`src/sv/shab_pkg.sv`:
```
// Shared types, constants and the round-constant table of the SHA-256 byte-stream hasher.
package shab_pkg;

  typedef logic [31:0] shab_word_t;

  // Eight hash words, element 0 is word A (most significant digest word).
  typedef shab_word_t [0:7] shab_hash_t;

  // Write request from the byte packer / padder into the block memory.
  typedef struct packed {
    logic       en;
    logic [3:0] addr;
    shab_word_t data;
  } shab_wr_t;

  localparam shab_hash_t ShabIv = {
    32'h6a09e667, 32'hbb67ae85, 32'h3c6ef372, 32'ha54ff53a,
    32'h510e527f, 32'h9b05688c, 32'h1f83d9ab, 32'h5be0cd19
  };

  localparam logic [7:0] PadByte   = 8'h80;
  localparam logic [3:0] LenHiAddr = 4'd14;
  localparam logic [3:0] LenLoAddr = 4'd15;

  function automatic shab_word_t round_k(input logic [5:0] idx);
    shab_word_t k;
    case (idx)
      6'd0:  k = 32'h428a2f98;  6'd1:  k = 32'h71374491;
      6'd2:  k = 32'hb5c0fbcf;  6'd3:  k = 32'he9b5dba5;
      6'd4:  k = 32'h3956c25b;  6'd5:  k = 32'h59f111f1;
      6'd6:  k = 32'h923f82a4;  6'd7:  k = 32'hab1c5ed5;
      6'd8:  k = 32'hd807aa98;  6'd9:  k = 32'h12835b01;
      6'd10: k = 32'h243185be;  6'd11: k = 32'h550c7dc3;
      6'd12: k = 32'h72be5d74;  6'd13: k = 32'h80deb1fe;
      6'd14: k = 32'h9bdc06a7;  6'd15: k = 32'hc19bf174;
      6'd16: k = 32'he49b69c1;  6'd17: k = 32'hefbe4786;
      6'd18: k = 32'h0fc19dc6;  6'd19: k = 32'h240ca1cc;
      6'd20: k = 32'h2de92c6f;  6'd21: k = 32'h4a7484aa;
      6'd22: k = 32'h5cb0a9dc;  6'd23: k = 32'h76f988da;
      6'd24: k = 32'h983e5152;  6'd25: k = 32'ha831c66d;
      6'd26: k = 32'hb00327c8;  6'd27: k = 32'hbf597fc7;
      6'd28: k = 32'hc6e00bf3;  6'd29: k = 32'hd5a79147;
      6'd30: k = 32'h06ca6351;  6'd31: k = 32'h14292967;
      6'd32: k = 32'h27b70a85;  6'd33: k = 32'h2e1b2138;
      6'd34: k = 32'h4d2c6dfc;  6'd35: k = 32'h53380d13;
      6'd36: k = 32'h650a7354;  6'd37: k = 32'h766a0abb;
      6'd38: k = 32'h81c2c92e;  6'd39: k = 32'h92722c85;
      6'd40: k = 32'ha2bfe8a1;  6'd41: k = 32'ha81a664b;
      6'd42: k = 32'hc24b8b70;  6'd43: k = 32'hc76c51a3;
      6'd44: k = 32'hd192e819;  6'd45: k = 32'hd6990624;
      6'd46: k = 32'hf40e3585;  6'd47: k = 32'h106aa070;
      6'd48: k = 32'h19a4c116;  6'd49: k = 32'h1e376c08;
      6'd50: k = 32'h2748774c;  6'd51: k = 32'h34b0bcb5;
      6'd52: k = 32'h391c0cb3;  6'd53: k = 32'h4ed8aa4a;
      6'd54: k = 32'h5b9cca4f;  6'd55: k = 32'h682e6ff3;
      6'd56: k = 32'h748f82ee;  6'd57: k = 32'h78a5636f;
      6'd58: k = 32'h84c87814;  6'd59: k = 32'h8cc70208;
      6'd60: k = 32'h90befffa;  6'd61: k = 32'ha4506ceb;
      6'd62: k = 32'hbef9a3f7;  6'd63: k = 32'hc67178f2;
      default: k = 32'h0;
    endcase
    return k;
  endfunction

endpackage

```
`src/sv/shab_compress.sv`:
```
// Block memory with in-place message schedule expansion and the 64-round compression unit.
module shab_compress import shab_pkg::*; (
  input  logic       clk_i,
  input  logic       rst_ni,
  input  shab_wr_t   wr_i,
  input  logic       start_i,
  input  shab_hash_t hash_i,
  output logic       done_o,
  output shab_hash_t hash_o
);

  localparam logic [1:0] PH_RD_LO = 2'd0;
  localparam logic [1:0] PH_RD_HI = 2'd1;
  localparam logic [1:0] PH_EXP   = 2'd2;
  localparam logic [1:0] PH_RND   = 2'd3;

  function automatic shab_word_t ror(input shab_word_t x, input int unsigned n);
    return (x >> n) | (x << (32 - n));
  endfunction

  shab_word_t mem [16];
  shab_word_t rd_a_q, rd_b_q;
  logic [3:0] rd_a_addr, rd_b_addr;

  logic       busy_q, done_q;
  logic [5:0] rnd_q;
  logic [1:0] phase_q;
  shab_hash_t v_q, v_next;
  shab_word_t w16_q, w15_q, w_q;
  shab_word_t w_exp, w_sel;

  logic       mem_we;
  logic [3:0] mem_waddr;
  shab_word_t mem_wdata;

  shab_word_t big0, big1, choose, major, t1;

  // Window entries t-16, t-15 first, then t-7, t-2 (all mod 16).
  always_comb begin
    case (phase_q)
      PH_RD_LO: begin
        rd_a_addr = rnd_q[3:0];
        rd_b_addr = 4'(rnd_q[3:0] + 4'd1);
      end
      PH_RD_HI: begin
        rd_a_addr = 4'(rnd_q[3:0] + 4'd9);
        rd_b_addr = 4'(rnd_q[3:0] + 4'd14);
      end
      default: begin
        rd_a_addr = rnd_q[3:0];
        rd_b_addr = rnd_q[3:0];
      end
    endcase
  end

  assign w_exp = w16_q
               + (ror(w15_q, 7) ^ ror(w15_q, 18) ^ (w15_q >> 3))
               + rd_a_q
               + (ror(rd_b_q, 17) ^ ror(rd_b_q, 19) ^ (rd_b_q >> 10));
  assign w_sel = (rnd_q[5:4] == 2'd0) ? w16_q : w_exp;

  // Expanded word replaces entry t-16 in place; writer owns the port while idle.
  always_comb begin
    if (busy_q) begin
      mem_we    = (phase_q == PH_EXP) && (rnd_q[5:4] != 2'd0);
      mem_waddr = rnd_q[3:0];
      mem_wdata = w_exp;
    end else begin
      mem_we    = wr_i.en;
      mem_waddr = wr_i.addr;
      mem_wdata = wr_i.data;
    end
  end

  always_ff @(posedge clk_i) begin
    if (mem_we) begin
      mem[mem_waddr] <= mem_wdata;
    end
    rd_a_q <= mem[rd_a_addr];
    rd_b_q <= mem[rd_b_addr];
  end

  always_comb begin
    big1   = ror(v_q[4], 6) ^ ror(v_q[4], 11) ^ ror(v_q[4], 25);
    choose = (v_q[4] & v_q[5]) ^ (~v_q[4] & v_q[6]);
    t1     = v_q[7] + big1 + choose + round_k(rnd_q) + w_q;
    big0   = ror(v_q[0], 2) ^ ror(v_q[0], 13) ^ ror(v_q[0], 22);
    major  = (v_q[0] & v_q[1]) ^ (v_q[0] & v_q[2]) ^ (v_q[1] & v_q[2]);
    v_next = {t1 + big0 + major, v_q[0], v_q[1], v_q[2],
              v_q[3] + t1, v_q[4], v_q[5], v_q[6]};
  end

  always_ff @(posedge clk_i or negedge rst_ni) begin
    if (!rst_ni) begin
      busy_q  <= 1'b0;
      done_q  <= 1'b0;
      rnd_q   <= 6'd0;
      phase_q <= PH_RD_LO;
    end else begin
      done_q <= busy_q && (phase_q == PH_RND) && (&rnd_q);
      if (!busy_q) begin
        if (start_i) begin
          busy_q  <= 1'b1;
          rnd_q   <= 6'd0;
          phase_q <= PH_RD_LO;
        end
      end else begin
        phase_q <= 2'(phase_q + 2'd1);
        if (phase_q == PH_RND) begin
          rnd_q <= 6'(rnd_q + 6'd1);
          if (&rnd_q) begin
            busy_q <= 1'b0;
          end
        end
      end
    end
  end

  always_ff @(posedge clk_i) begin
    if (!busy_q && start_i) begin
      v_q <= hash_i;
    end else if (busy_q && (phase_q == PH_RND)) begin
      v_q <= v_next;
    end
    if (phase_q == PH_RD_HI) begin
      w16_q <= rd_a_q;
      w15_q <= rd_b_q;
    end
    if (phase_q == PH_EXP) begin
      w_q <= w_sel;
    end
  end

  // Feed-forward add of the chaining value.
  always_comb begin
    for (int i = 0; i < 8; i++) begin
      hash_o[i] = hash_i[i] + v_q[i];
    end
  end

  assign done_o = done_q;

endmodule

```
`src/sv/sha256_byte_stream_hasher_core.sv`:
```
// Top level of the SHA-256 byte-stream hasher: byte packing, padding, digest output.
//
//  channel | direction | handshake               | payload
//  --------+-----------+-------------------------+------------------------------------------
//  in      | input     | in_valid_i / in_ready_o | data_byte_i, byte_valid_i, end_of_message_i
//  out     | output    | out_valid_o/out_ready_i | digest_word_o, word_index_o, last_word_o
//
// Flow: the 64th byte of a block starts the compression unit, which steps through two memory
// read phases, an expand phase and a round phase for each of its 64 rounds; no byte is taken
// until it finishes. An end of message adds padding writes and one or two compressions, then
// eight digest transactions.
// Reset clears control state and loads the initial hash value; block memory content is
// undefined until written. A stalled digest word holds until out_ready_i is high.
module sha256_byte_stream_hasher_core import shab_pkg::*; (
  input  logic        clk_i,
  input  logic        rst_ni,
  input  logic        in_valid_i,
  output logic        in_ready_o,
  input  logic [7:0]  data_byte_i,
  input  logic        byte_valid_i,
  input  logic        end_of_message_i,
  output logic        out_valid_o,
  input  logic        out_ready_i,
  output logic [31:0] digest_word_o,
  output logic [2:0]  word_index_o,
  output logic        last_word_o
);

  // Sequencer states.
  localparam logic [2:0] S_IDLE = 3'd0;  // take byte transactions
  localparam logic [2:0] S_CMP  = 3'd1;  // wait for the compression unit
  localparam logic [2:0] S_PADW = 3'd2;  // write the word that carries the 0x80 marker
  localparam logic [2:0] S_ZERO = 3'd3;  // zero-fill the rest of the block
  localparam logic [2:0] S_LEN0 = 3'd4;  // write the upper length word
  localparam logic [2:0] S_LEN1 = 3'd5;  // write the lower length word, start last block
  localparam logic [2:0] S_OUT  = 3'd6;  // present the eight digest words

  logic [2:0]  state_q, state_d;
  logic [5:0]  fill_q, fill_d;     // bytes held in the current block
  logic [63:0] len_q, len_d;       // message length in bits, wraps mod 2^64
  logic [31:0] acc_q, acc_d;       // partial word being packed, big-endian lanes
  logic [4:0]  wptr_q, wptr_d;     // zero-fill word pointer, may reach 16
  logic [2:0]  idx_q, idx_d;       // digest word index
  logic        end_q, end_d;       // message end pending behind a full block
  logic        two_q, two_d;       // padding spills into a second block
  logic        fin_q, fin_d;       // compression running on the final block
  shab_hash_t  hash_q, hash_d;

  logic        in_fire, out_fire;
  logic [31:0] acc_new, pad_word;
  logic [4:0]  zero_limit;
  shab_wr_t    wr;
  logic        cmp_start, cmp_done;
  shab_hash_t  cmp_hash;

  assign in_ready_o  = (state_q == S_IDLE);
  assign out_valid_o = (state_q == S_OUT);
  assign in_fire     = in_valid_i && in_ready_o;
  assign out_fire    = out_valid_o && out_ready_i;

  assign digest_word_o = hash_q[idx_q];
  assign word_index_o  = idx_q;
  assign last_word_o   = &idx_q;

  // Drop the incoming byte into its lane.
  always_comb begin
    acc_new = acc_q;
    case (fill_q[1:0])
      2'd0:    acc_new[31:24] = data_byte_i;
      2'd1:    acc_new[23:16] = data_byte_i;
      2'd2:    acc_new[15:8]  = data_byte_i;
      default: acc_new[7:0]   = data_byte_i;
    endcase
  end

  // Keep the bytes already packed, add the marker, clear the lanes after it.
  always_comb begin
    case (fill_q[1:0])
      2'd0:    pad_word = {PadByte, 24'h0};
      2'd1:    pad_word = {acc_q[31:24], PadByte, 16'h0};
      2'd2:    pad_word = {acc_q[31:16], PadByte, 8'h0};
      default: pad_word = {acc_q[31:8], PadByte};
    endcase
  end

  // A spilled pad block is zeroed to the end; the last block stops before the length.
  assign zero_limit = two_q ? 5'd16 : {1'b0, LenHiAddr};

  always_comb begin
    state_d   = state_q;
    fill_d    = fill_q;
    len_d     = len_q;
    acc_d     = acc_q;
    wptr_d    = wptr_q;
    idx_d     = idx_q;
    end_d     = end_q;
    two_d     = two_q;
    fin_d     = fin_q;
    hash_d    = hash_q;
    wr        = '0;
    cmp_start = 1'b0;

    case (state_q)
      S_IDLE: begin
        if (in_fire) begin
          end_d = end_of_message_i;
          if (byte_valid_i) begin
            acc_d  = acc_new;
            fill_d = 6'(fill_q + 6'd1);
            len_d  = 64'(len_q + 64'd8);
            if (fill_q[1:0] == 2'd3) begin
              wr.en   = 1'b1;
              wr.addr = fill_q[5:2];
              wr.data = acc_new;
            end
          end
          // A full block goes through compression before any padding.
          if (byte_valid_i && (&fill_q)) begin
            cmp_start = 1'b1;
            state_d   = S_CMP;
          end else if (end_of_message_i) begin
            state_d = S_PADW;
          end
        end
      end
      S_CMP: begin
        if (cmp_done) begin
          hash_d = cmp_hash;
          if (fin_q) begin
            idx_d   = 3'd0;
            state_d = S_OUT;
          end else if (two_q) begin
            two_d   = 1'b0;
            wptr_d  = 5'd0;
            state_d = S_ZERO;
          end else if (end_q) begin
            state_d = S_PADW;
          end else begin
            state_d = S_IDLE;
          end
        end
      end
      S_PADW: begin
        wr.en   = 1'b1;
        wr.addr = fill_q[5:2];
        wr.data = pad_word;
        wptr_d  = 5'({1'b0, fill_q[5:2]} + 5'd1);
        // Marker at byte 56 or later leaves no room for the length.
        two_d   = &fill_q[5:3];
        state_d = S_ZERO;
      end
      S_ZERO: begin
        if (wptr_q == zero_limit) begin
          if (two_q) begin
            cmp_start = 1'b1;
            state_d   = S_CMP;
          end else begin
            state_d = S_LEN0;
          end
        end else begin
          wr.en   = 1'b1;
          wr.addr = wptr_q[3:0];
          wr.data = 32'h0;
          wptr_d  = 5'(wptr_q + 5'd1);
        end
      end
      S_LEN0: begin
        wr.en   = 1'b1;
        wr.addr = LenHiAddr;
        wr.data = len_q[63:32];
        state_d = S_LEN1;
      end
      S_LEN1: begin
        wr.en     = 1'b1;
        wr.addr   = LenLoAddr;
        wr.data   = len_q[31:0];
        fin_d     = 1'b1;
        cmp_start = 1'b1;
        state_d   = S_CMP;
      end
      S_OUT: begin
        if (out_fire) begin
          idx_d = 3'(idx_q + 3'd1);
          if (&idx_q) begin
            // Digest fully delivered: rearm for the next message.
            hash_d  = ShabIv;
            fill_d  = 6'd0;
            len_d   = 64'd0;
            end_d   = 1'b0;
            fin_d   = 1'b0;
            two_d   = 1'b0;
            state_d = S_IDLE;
          end
        end
      end
      default: begin
        state_d = S_IDLE;
      end
    endcase
  end

  always_ff @(posedge clk_i or negedge rst_ni) begin
    if (!rst_ni) begin
      state_q <= S_IDLE;
      fill_q  <= 6'd0;
      len_q   <= 64'd0;
      wptr_q  <= 5'd0;
      idx_q   <= 3'd0;
      end_q   <= 1'b0;
      two_q   <= 1'b0;
      fin_q   <= 1'b0;
      hash_q  <= ShabIv;
    end else begin
      state_q <= state_d;
      fill_q  <= fill_d;
      len_q   <= len_d;
      wptr_q  <= wptr_d;
      idx_q   <= idx_d;
      end_q   <= end_d;
      two_q   <= two_d;
      fin_q   <= fin_d;
      hash_q  <= hash_d;
    end
  end

  always_ff @(posedge clk_i) begin
    acc_q <= acc_d;
  end

  shab_compress u_compress (
    .clk_i   (clk_i),
    .rst_ni  (rst_ni),
    .wr_i    (wr),
    .start_i (cmp_start),
    .hash_i  (hash_q),
    .done_o  (cmp_done),
    .hash_o  (cmp_hash)
  );

`ifndef SYNTHESIS
  a_in_out_excl: assert property (@(posedge clk_i) disable iff (!rst_ni)
    !(in_ready_o && out_valid_o))
    else $error("input and output channels open at once");

  a_done_in_cmp: assert property (@(posedge clk_i) disable iff (!rst_ni)
    cmp_done |-> (state_q == S_CMP))
    else $error("compression finished outside the wait state");

  a_no_wr_in_cmp: assert property (@(posedge clk_i) disable iff (!rst_ni)
    (state_q == S_CMP) |-> !wr.en)
    else $error("block memory written while compressing");

  a_wptr_range: assert property (@(posedge clk_i) disable iff (!rst_ni)
    (state_q == S_ZERO) |-> (wptr_q <= 5'd16))
    else $error("zero-fill pointer beyond the block");

  a_rearm: assert property (@(posedge clk_i) disable iff (!rst_ni)
    (out_fire && last_word_o) |=> (in_ready_o && (fill_q == 6'd0)))
    else $error("not rearmed after the last digest word");
`endif

endmodule
```
`config.mk`:
```
export PLATFORM = sky130hd
export DESIGN_NAME = sha256_byte_stream_hasher_core
export DESIGN_NICKNAME = d
export VERILOG_FILES = /design/src/sv/shab_pkg.sv /design/src/sv/shab_compress.sv /design/src/sv/sha256_byte_stream_hasher_core.sv
export SDC_FILE = /design/constraint.sdc
export NUM_CORES = 2
export LEC_CHECK = 0
export BUFFER_PORTS_ARGS = -buffer_cell sky130_fd_sc_hd__buf_2
export CAP_MARGIN = 20
export CORE_MARGIN = 2
export CORE_UTILIZATION = 50
export DETAILED_ROUTE_END_ITERATION = 8
export PLACE_DENSITY = 0.73
export SLEW_MARGIN = 20
export SYNTH_ARGS = -nofsm -noshare
export SYNTH_HDL_FRONTEND = slang
export SYNTH_SLANG_ARGS = --single-unit
export TNS_END_PERCENT = 5
```
`constraint.sdc`:
```
create_clock -name clk_i -period 11.6 [get_ports clk_i]
set_input_delay 2.32 -clock clk_i [delete_from_list [all_inputs] [get_ports clk_i]]
set_output_delay 2.32 -clock clk_i [all_outputs]
set_load 0.05 [all_outputs]
```
==> impl_metrics.py <==
metrics = {
    "worst_setup_path": {
        "crit_slowest_cell": "a222oi_1",
        "crit_required_ps": 12140,
        "worstSetupStartpointType": "flop",
        "path_class": "flop to flop",
        "critPathCaptureType": "flop",
        "max_stage_delay_ps": 620,
        "arrival_ps": 10590,
        "cp_max_fo": 22,
        "path_common_cell": "inv_1",
        "critPathBufInv": 6,
        "critPathTopFamily": "compound AO/OA/AOI/OAI gates",
    },
    "timing": {
        "clock.fmax_mhz": 99.44,
        "setup-violations-final": 0,
        "period_needed_ps": 10060,
        "period_share": 0.8669,
        "finalMaxSlewViolations": 0,
        "fin_skew_ps": 56.93,
        "tns_ps": 0,
        "worst_pin_slew_ps": 1301,
        "slew_headroom": 0.1327,
        "finalHoldViolCount": 0,
        "hold_slack_ps": 446.9,
        "rsz0062_at_grt": "false",
    },
    "synth": {
        "yosys_warnings": 0,
        "syn_nets": 8526,
        "synth_top_area_cell": "edfxtp_1",
        "syn_inst": 7911,
        "synth_top_cell_area_share": 0.3148,
        "yosysSeqAreaShare": 0.4345,
        "ys.flop_type": "edfxtp_1",
        "yosys_register_bits": 1299,
        "syn_area_per_cell_sq_um": 10.71,
        "synth_cell_types": 100,
        "async_reset_ff_frac": 0.2671,
        "synthesis.area_sq_um": 84700,
        "synth_edf_count": 888,
        "synth.area.top_cells": "edfxtp_1 (31%), dfrtp_1 (6.2%), ha_1 (6.0%)",
    },
    "cells_and_area": {
        "fin_area_sq_um": 92590,
        "final_nets": 8431,
        "syn_to_final_growth_pct": 9.322,
        "drive_above_1_share": 0.1427,
    },
    "clock_tree": {
        "clkSinkCount": 1299,
        "numCtsBuffers": 147,
        "insertion_delay_ps": 850,
        "post_cts_resized": 0,
        "cts_tree": "built",
        "htree_levels": 4,
        "postCtsSetupRepairBufs": 0,
        "ctsHoldBuffers": 0,
        "cts.path.max_buffers": 3,
        "clock_tree.root_cell": "clkbuf_16",
        "clkSlewWorstSetupHoldPaths_ps": 60,
    },
    "floorplan": {
        "fp.dieH_um": 415.6,
        "die_area_sq_um": 172700,
        "core_area_sq_um": 168900,
        "start_util": 0.5015,
        "num_rows": 151,
        "die_x_um": 415.6,
        "ios": 52,
    },
    "detailed_routing": {
        "num_vias": 65750,
        "ant_nets": 0,
        "drt_pass1_iterations": 6,
        "wl_um": 277300,
        "drt_iter0_markers": 7028,
        "wire_per_inst_um": 27.28,
        "drc": 0,
        "routed_via_density": 6.468,
    },
    "global_routing": {
        "grt_max_degree": 175,
        "overflow": 0,
        "grt.total_usage": 0.3160,
        "grt_pass1_wl_um": 412600,
        "antenna_found_initial": 0,
        "grt_pass1_vias": 65090,
    },
    "hold_path": {
        "min_path_type": "flop to flop",
    },
    "job": {
        "maxCapViolCount": 0,
    },
    "placement": {
        "dpl_cell_area_sq_um": 87520,
        "dpl.hpwl_um": 193100,
        "routabilityCongestion": 0.9843,
        "port_buffers": 51,
    },
    "outcome": {
        "outcome": "finished clean",
    },
}
==> cell usage after synthesis, types with 229 or more instances <==
cell,n
a21oi_1,513
inv_1,361
ha_1,406
xnor2_1,355
xor2_1,272
clkbuf_1,357
mux2_2,278
edfxtp_1,888
nand2_1,830
o21ai_0,502
a211oi_1,229
nor2_1,391
==> layer usage <==
metal / part of all wire / vias to the layer above / track usage
met5: 0 / - / 0
li1: - / 28990 / -
met4: 0.061 / 0 / 0.1715
met3: 0.076 / 674 / 0.04405
met2: 0.47 / 3311 / 0.5161
met1: 0.39 / 32770 / 0.4083
==> worst register-to-register path: cells and delay by family (launching register included) <==
| kind | cells | cell delay (ps) |
|---|---|---|
| simple gates | 5 | 1030 |
| fa+ha+maj | 7 | 3040 |
| xor+xnor | 2 | 330 |
| flops | 1 | 350 |
| buf+inv | 6 | 650 |
| compound gates | 16 | 4360 |
==> through the flow <==
stage | utilization | std cells | worst slack (ps)
2_1_floorplan | - | 7911 | 2377
3_3_place_gp | 0.5181 | 9884 | 1748
3_5_place_dp | 0.5182 | 9885 | 1768
4_1_cts | 0.5479 | 10160 | 1689
5_1_grt | 0.5481 | 10160 | 955.3
6_report | 0.5482 | 10160 | 1544
==> cell usage in the layout, fill, tap and decap left out, types with 128 or more instances in the layout <==
cell       instances
a211oi_1         229
a21o_1           160
a21oi_1          513
a31oi_1          157
and3_1           181
buf_4            133
clkbuf_16        149
dfrtp_1          203
dfstp_2          136
edfxtp_1         888
fa_1             195
ha_1             405
inv_1            360
mux2_2           278
mux4_2           200
nand2_1          827
nand3_1          163
nor2_1           372
nor3_1           128
o21ai_0          485
xnor2_1          353
xor2_1           272
==> area by class of cell <==
class | count | area [sq um]
clock inverter | 74 | 904.6
tap | 2218 | 2775
timing repair buffer | 189 | 1349
fill | 14140 | 76310
sequential | 1299 | 36820
multi-input combinational | 5814 | 45240
clock buffer | 201 | 4114
inverter | 365 | 1378
antenna | 4 | 10.01
==> path summary, 6_finish.rpt <==
| path | startpoint | end | slack, ps | depth (start not counted) |
|---|---|---|---|---|
| max | u_compress.rnd_q[1]$_DFFE_PN0P_ | u_compress.v_next[222]$_DFFE_PP_ | 1540 | 36 |
| min | u_compress.rd_a_q[0]$_DFF_P_ | u_compress.w16_q[0]$_DFFE_PP_ | 450 | 0 |
| max reg2reg | u_compress.rnd_q[1]$_DFFE_PN0P_ | u_compress.v_next[222]$_DFFE_PP_ | 1540 | 36 |
| min reg2reg | u_compress.rd_a_q[0]$_DFF_P_ | u_compress.w16_q[0]$_DFFE_PP_ | 450 | 0 |
| max in group asynchronous | rst_ni | hash_q[190]$_DFFE_PN0P_ | 7900 | 3 |
| min in group asynchronous | rst_ni | hash_q[193]$_DFFE_PN0P_ | 1410 | 1 |
==> sequential cells by signal, indices dropped and copies added, names as in the netlist <==
register            flops
acc_q                  24
u_compress.busy_q       1
u_compress.phase_q      2
u_compress.w_q         32
u_compress.v_next     192
fill_q                  6
end_q                   1
hash_q                256
u_compress.done_o       1
u_compress.v_q         64
u_compress.mem        512
u_compress.w15_q       32
u_compress.rd_b_q      32
len_q                  61
word_index_o            3
u_compress.rd_a_q      32
two_q                   1
fin_q                   1
wptr_q                  5
state_q                 3
u_compress.rnd_q        6
u_compress.w16_q       32
==> logic make-up after synthesis <==
kind of cell | synth area share
and+or+nand+nor | 0.1110
AOI/OAI and AO/OA | 0.1521
xor gates and xnor gates | 0.06510
muxes | 0.09522
adders and majority gates | 0.1064
buffers and inverters | 0.03568
DFF | 0.4345
Power is left out: the tool's default activity adds up to more than one toggle a clock period on the data nets, which glitch-free logic cannot reach.
